File: src/rtl/core/minv_pkg.sv
// Package for the modular inverse unit: widths and defaults.
`timescale 1ns / 1ps
package minv_pkg;
  localparam int DEF_WIDTH = 64;
  localparam int IN_W      = 64;
  localparam int INV_W     = 63;
endpackage

File: src/rtl/core/modular_inverse_unit.sv
// Modular inverse by extended Euclid, top level and round sequencer.
//
//  channel | ports                          | transfer
//  input   | in_value, in_modulus           | start high while busy low
//  result  | out_inverse, out_found         | out_valid high for one cycle
//
// Each Euclid round runs on the shared bit-serial divider, followed by a
// test state; an item takes up to ~1.44*WIDTH rounds, and the unit is busy throughout.
// Special cases skip the rounds. Synchronous reset clears the sequencer.
// The receiver cannot stall: each result shows for one cycle only.
`timescale 1ns / 1ps
module modular_inverse_unit import minv_pkg::*; #(
  parameter int WIDTH = DEF_WIDTH
) (
  input  logic             clk,
  input  logic             rst_n,
  input  logic             start,
  output logic             busy,
  input  logic [IN_W-1:0]  in_value,
  input  logic [IN_W-1:0]  in_modulus,
  output logic             out_valid,
  output logic [INV_W-1:0] out_inverse,
  output logic             out_found
);
  localparam logic [1:0] S_IDLE = 2'd0;
  localparam logic [1:0] S_TEST = 2'd1;
  localparam logic [1:0] S_RUN  = 2'd2;

  logic [1:0]       state_r, state_nxt;
  logic [WIDTH-1:0] a_r, a_nxt, m_r, m_nxt, mm_r, mm_nxt, cur_r, cur_nxt, nx_r, nx_nxt;
  logic             odd_r, odd_nxt;
  logic             ov_r, ov_nxt, of_r, of_nxt;
  logic [WIDTH-1:0] oi_r, oi_nxt;
  logic [WIDTH-1:0] va, mo, res, rem, prod;
  logic             go, done;

  function automatic logic [WIDTH-1:0] mag(input logic [IN_W-1:0] raw);
    logic [WIDTH-1:0] v;
    v = raw[WIDTH-1:0];
    return v[WIDTH-1] ? WIDTH'(~v + 1'b1) : v;
  endfunction

  minv_div_step #(.WIDTH(WIDTH)) u_step (
    .clk(clk), .rst_n(rst_n), .go(go), .a(a_r), .m(m_r), .nxt(nx_r),
    .done(done), .rem(rem), .prod(prod)
  );

  always_comb begin
    va  = mag(in_value);
    mo  = mag(in_modulus);
    res = (odd_r && cur_r != '0) ? WIDTH'(mm_r - cur_r) : cur_r;
    state_nxt = state_r;
    a_nxt = a_r; m_nxt = m_r; mm_nxt = mm_r;
    cur_nxt = cur_r; nx_nxt = nx_r; odd_nxt = odd_r;
    ov_nxt = 1'b0; of_nxt = of_r; oi_nxt = oi_r;
    go = 1'b0;
    case (state_r)
      S_IDLE: begin
        if (start) begin
          a_nxt = va; m_nxt = mo; mm_nxt = mo;
          cur_nxt = WIDTH'(1); nx_nxt = '0; odd_nxt = 1'b0;
          if (va == '0 || mo == '0 || mo == WIDTH'(1)) begin
            ov_nxt = 1'b1; of_nxt = 1'b0; oi_nxt = '0;
          end else begin
            state_nxt = S_TEST;
          end
        end
      end
      S_TEST: begin
        if (a_r > WIDTH'(1)) begin
          if (m_r == '0) begin
            ov_nxt = 1'b1; of_nxt = 1'b0; oi_nxt = '0;
            state_nxt = S_IDLE;
          end else begin
            go = 1'b1;
            state_nxt = S_RUN;
          end
        end else begin
          ov_nxt = 1'b1; of_nxt = 1'b1; oi_nxt = res;
          state_nxt = S_IDLE;
        end
      end
      S_RUN: begin
        if (done) begin
          a_nxt = m_r; m_nxt = rem;
          cur_nxt = nx_r; nx_nxt = cur_r + prod;
          odd_nxt = !odd_r;
          state_nxt = S_TEST;
        end
      end
      default: state_nxt = S_IDLE;
    endcase
  end

  always_ff @(posedge clk) begin
    if (!rst_n) begin
      state_r <= S_IDLE;
      ov_r    <= 1'b0;
    end else begin
      state_r <= state_nxt;
      ov_r    <= ov_nxt;
    end
    a_r <= a_nxt; m_r <= m_nxt; mm_r <= mm_nxt;
    cur_r <= cur_nxt; nx_r <= nx_nxt; odd_r <= odd_nxt;
    of_r <= of_nxt; oi_r <= oi_nxt;
  end

  assign busy        = state_r != S_IDLE;
  assign out_valid   = ov_r;
  assign out_found   = of_r;
  assign out_inverse = INV_W'(oi_r);
endmodule

File: src/rtl/core/minv_div_step.sv
// One Euclid round: bit-serial division a / m with running q * nxt product.
`timescale 1ns / 1ps
module minv_div_step import minv_pkg::*; #(
  parameter int WIDTH = DEF_WIDTH
) (
  input  logic             clk,
  input  logic             rst_n,
  input  logic             go,
  input  logic [WIDTH-1:0] a,
  input  logic [WIDTH-1:0] m,
  input  logic [WIDTH-1:0] nxt,
  output logic             done,
  output logic [WIDTH-1:0] rem,
  output logic [WIDTH-1:0] prod
);
  localparam int CW = $clog2(WIDTH + 1);

  logic          run_r, run_nxt;
  logic          done_r, done_nxt;
  logic [CW-1:0] cnt_r, cnt_nxt;
  logic [WIDTH-1:0] rem_r, rem_nxt, dvd_r, dvd_nxt, acc_r, acc_nxt;
  logic [WIDTH-1:0] m_r, m_nxt, n_r, n_nxt;
  logic [WIDTH:0]   trial;
  logic             ge;

  always_comb begin
    run_nxt  = run_r;
    done_nxt = 1'b0;
    cnt_nxt  = cnt_r;
    rem_nxt  = rem_r;
    dvd_nxt  = dvd_r;
    acc_nxt  = acc_r;
    m_nxt    = m_r;
    n_nxt    = n_r;
    trial    = {rem_r, dvd_r[WIDTH-1]};
    ge       = trial >= {1'b0, m_r};
    if (go) begin
      run_nxt = 1'b1;
      cnt_nxt = CW'(WIDTH);
      rem_nxt = '0;
      dvd_nxt = a;
      acc_nxt = '0;
      m_nxt   = m;
      n_nxt   = nxt;
    end else if (run_r) begin
      // restoring step: one quotient bit, product shifted and added
      rem_nxt = ge ? WIDTH'(trial - {1'b0, m_r}) : trial[WIDTH-1:0];
      dvd_nxt = {dvd_r[WIDTH-2:0], 1'b0};
      acc_nxt = {acc_r[WIDTH-2:0], 1'b0} + (ge ? n_r : '0);
      cnt_nxt = cnt_r - 1'b1;
      if (cnt_r == CW'(1)) begin
        run_nxt  = 1'b0;
        done_nxt = 1'b1;
      end
    end
  end

  always_ff @(posedge clk) begin
    if (!rst_n) begin
      run_r  <= 1'b0;
      done_r <= 1'b0;
      cnt_r  <= '0;
    end else begin
      run_r  <= run_nxt;
      done_r <= done_nxt;
      cnt_r  <= cnt_nxt;
    end
    rem_r <= rem_nxt;
    dvd_r <= dvd_nxt;
    acc_r <= acc_nxt;
    m_r   <= m_nxt;
    n_r   <= n_nxt;
  end

  assign done = done_r;
  assign rem  = rem_r;
  assign prod = acc_r;
endmodule

File: config.mk
export PLATFORM = sky130hd
export DESIGN_NAME = modular_inverse_unit
export DESIGN_NICKNAME = d
export VERILOG_FILES = /design/src/rtl/core/minv_pkg.sv /design/src/rtl/core/modular_inverse_unit.sv /design/src/rtl/core/minv_div_step.sv
export SDC_FILE = /design/constraint.sdc
export NUM_CORES = 2
export LEC_CHECK = 0
export ABC_AREA = 1
export BUFFER_PORTS_ARGS = -buffer_cell sky130_fd_sc_hd__buf_2
export CORE_MARGIN = 10
export CORE_UTILIZATION = 35
export DETAILED_ROUTE_END_ITERATION = 8
export SYNTH_ARGS = -nofsm -noshare
export SYNTH_HDL_FRONTEND = slang
export SYNTH_SLANG_ARGS = --single-unit
File: constraint.sdc
create_clock -name clk -period 61.8 [get_ports clk]
set_clock_uncertainty 0.1 [all_clocks]
set_input_delay 6.18 -clock clk [delete_from_list [all_inputs] [get_ports clk]]
set_output_delay 6.18 -clock clk [all_outputs]
set_load 0.05 [all_outputs]
==> reports/results.tsv <==
metric	value	unit
outcome	finished, final reports clean	
crit path kind	input port to register	
first-pass GRT wire length	297800	um
CP endpoint kind	register	
RSZ-0062 raised after global routing	false	
Vias	48160	
Worst Hold Class	register to register	
commonest non-fill, non-tap cell in the layout	nand2_1	
wire per inst	22.91	um
HPWL after DPL	166300	um
sequential element share of the synthesized area	0.4021	
1st-iter DRT viols	4868	
Synth Register Bits	716	
Core ar.	0.1418	mm2
initial antenna violation count	11	
area delta synth->final	11.46	%
WP buf/inv	4	
Critical Path Max Stage Delay	0.68	ns
ys flop type	edfxtp_1	
Peak Freq	100.6	MHz
most frequent CP cell	nor2_1	
Register Area	0.02010	mm2
num ports	197	
xor/xnor cell area share of the yosys netlist	0.02540	
grt total ovfl	0	
fin nets	7390	
Yosys warning count	0	
share of cells above drive strength 1	0.06364	
Worst Tran Pin Value	1.099	ns
Post-Synth Adder-Cell Area	0.06543	
Die Footprint	0.1583	mm2
complex-gate fraction of the synthesized area	0.1643	
simple-gate share of the synthesized area	0.2502	
Post-synth EDFFs	576	
critical path required time	61.99	ns
Clock Sinks	716	
pwr/cell area	34.75	mW/mm2
setup TNS	0	ns
GRT Total Usage	0.2493	
CP max-delay cell	buf_4	
Vias per Instance	5.373	
DRT Pass-1 Iters	7	
final hold vios	0	
commonest non-fill, non-tap cells in the layout	1,504 x nand2_1, 1,045 x inv_1, 987 x nor2_1	
total of max-cap violations	0	
ANT nets after route	0	
Num CTS Buffers	85	
routability congestion estimate	1.002	
Die Span X	397.9	um
Syn Area/Cell	7.313	um2
dominant combinational cell family by area after synthesis	simple AND/OR/NAND/NOR gates	
H-tree lvl count	3	
relative slew slack	0.2675	
ys async rst share	0	
die height	397.9	um
clock root cell	clkbuf_16	
FP Rows	138	
Worst Setup Start Kind	input port	
leak pwr	23.80	nW
Clock Tree Buf Depth	3	
CTS tree	done	
drt total wl	205400	um
Crit Path Max Fanout	75	
synthesized area	0.04999	mm2
Min Clock Period, post-route	9.941	ns
final period utilization	0.1609	
DR DRC count	0	
CP Cell Sequence	buf_2, buf_4, inv_1, nor2_1, xnor2_1, nand2_1, nor2_1, nand2_1, nor2_1, nand3_1, nor2_1, nand3_1, nor2_1, nand3_1, nand2_1, nand2_1, nand2_4, buf_4	
starting density of the core	0.3526	
IO Port Bufs	196	
Mapped Nets	7226	
Clk Latency, worst-skew pair	0.70	ns
Max IR drop VDD	0.02460	mV
Pwr Total	1.936	mW
CTS Hold Bufs	0	
cell family contributing the most delay on the critical path	simple AND/OR/NAND/NOR gates	
mux share of post-synthesis cell area	0	
post-synth cell types	60	
largest net degree at the start of global routing	158	
# Post-CTS Setup Buffers	0	
Critical Path AT	10.13	ns
Slew Limit Fails	0	
footprint of the multi-input gates	0.02532	mm2
Final Setup Violations	0	
fill count	14890	
# resized after CTS	0	
clk slew on worst S/H paths	0.06	ns
number of global-route vias before repair	45580	
cell count after synthesis	6836	
report_power, final:
part           switching (mW)  internal [mW]
sequential             0.0804          0.613
clock                   0.219          0.287
combinational           0.515          0.221
total                   0.815           1.12
routing by layer:
layer  part of all wire  GRT usage
met2               0.43     0.3824
met3              0.079    0.03571
met5            0.00027          0
met1               0.46     0.3586
met4              0.033    0.07905
final timing paths:
| check | end | cells after the start | start | slack, ns |
|---|---|---|---|---|
| setup / recovery | oi_r[0] | 18 | in_value[63] | 51.86 |
| hold / removal | u_step.n_r[38] | 0 | nx_r[38] | 0.33 |
| setup reg to reg | u_step.prod[43] | 25 | u_step.rem[52] | 54.84 |
| hold reg to reg | u_step.n_r[38] | 0 | nx_r[38] | 0.33 |
Yosys cell counts, types with 14 or more instances:
library cell | count | area (um2)
o22ai_1 | 27 | 168.9
nand2_1 | 1507 | 5657
nand3b_1 | 27 | 202.7
a211oi_1 | 14 | 105.1
a21oi_1 | 519 | 2597
clkbuf_1 | 90 | 337.8
xnor2_1 | 73 | 639.4
nand4_1 | 78 | 488.0
o211ai_1 | 47 | 352.8
o21ai_1 | 42 | 210.2
nand3_1 | 271 | 1356
nor4_1 | 51 | 319.1
buf_2 | 41 | 205.2
a31oi_1 | 94 | 588.1
nor3_1 | 48 | 240.2
o21bai_1 | 43 | 322.8
ha_1 | 255 | 3191
a22oi_1 | 20 | 150.1
a21o_1 | 42 | 315.3
xor2_1 | 72 | 630.6
o21a_1 | 36 | 270.3
a21boi_0 | 18 | 135.1
or2_2 | 23 | 143.9
edfxtp_1 | 576 | 17300
o21ai_0 | 522 | 2613
dfxtp_1 | 140 | 2803
inv_1 | 1048 | 3934
nor2_1 | 989 | 3712
area by class of cell:
class                           instances  share of cell area
Antenna cell                            2          0.00008982
Tap cell                             1890             0.04244
Multi-Input combinational cell       4916              0.4545
Inverter                             1061             0.07174
Sequential cell                       716              0.3607
Clock inverter                         50            0.007837
Timing Repair Buffer                  220             0.02129
Clock buffer                          108             0.04141
state kept, by name (all words and copies together) (netlist names):
register      flops
out_valid         1
u_step.m_r       64
u_step.prod      64
mm_r             63
u_step.run_r      1
u_step.done       1
u_step.cnt_r      7
odd_r             1
state_r           2
m_r              64
u_step.rem       64
a_r              64
u_step.dvd_r     64
cur_r            64
u_step.n_r       64
oi_r             63
out_found         1
nx_r             64
through the flow:
step | setup slack [ns] | cell area, um2 | std cells | utilization | hold WS, ns
CTS | 52.00 | 55720 | 8961 | 0.3930 | 0.3309
global placement | 51.23 | 52970 | 8803 | 0.3737 | 0.3257
detailed placement | 51.30 | 52970 | 8803 | 0.3737 | 0.3339
floorplan | 35.42 | 49990 | 6836 | - | 0.3183
global route | 51.66 | 55720 | 8961 | 0.3930 | 0.3485
finish | 51.86 | 55720 | 8963 | 0.3931 | 0.3302
worst reg2reg max path: stages, from the launching register on:
cell and delay (ns):
dfxtp_1 0.36, ha_1 0.43, nand2_1 0.13, nor2_1 0.14
inv_1 0.09, nor2_1 0.23, inv_1 0.12, nor3_1 0.47
nand4_1 0.20, and3_1 0.25, nand2_4 0.33, inv_2 0.24
buf_4 0.42, nor2_1 0.34, ha_1 0.32, a21oi_1 0.22
o21ai_0 0.19, a21oi_1 0.27, nand2_1 0.08, a21oi_1 0.63
o21ai_1 0.25, a21boi_0 0.55, o21ai_1 0.24, nand2_1 0.12
nand2_1 0.05, o21ai_1 0.11
logic make-up (layout without fill, tap and decap cells):
group | after synthesis | count (layout)
xor gates and xnor gates | 145 | 145
buffers and inverters | 1204 | 1439
AOI/OAI and AO/OA | 1466 | 1466
and+or+nand+nor | 3046 | 3046
adders and majority gates | 259 | 259
DFF | 716 | 716
other | 0 | 2
Power figures use the tool's default switching activity.
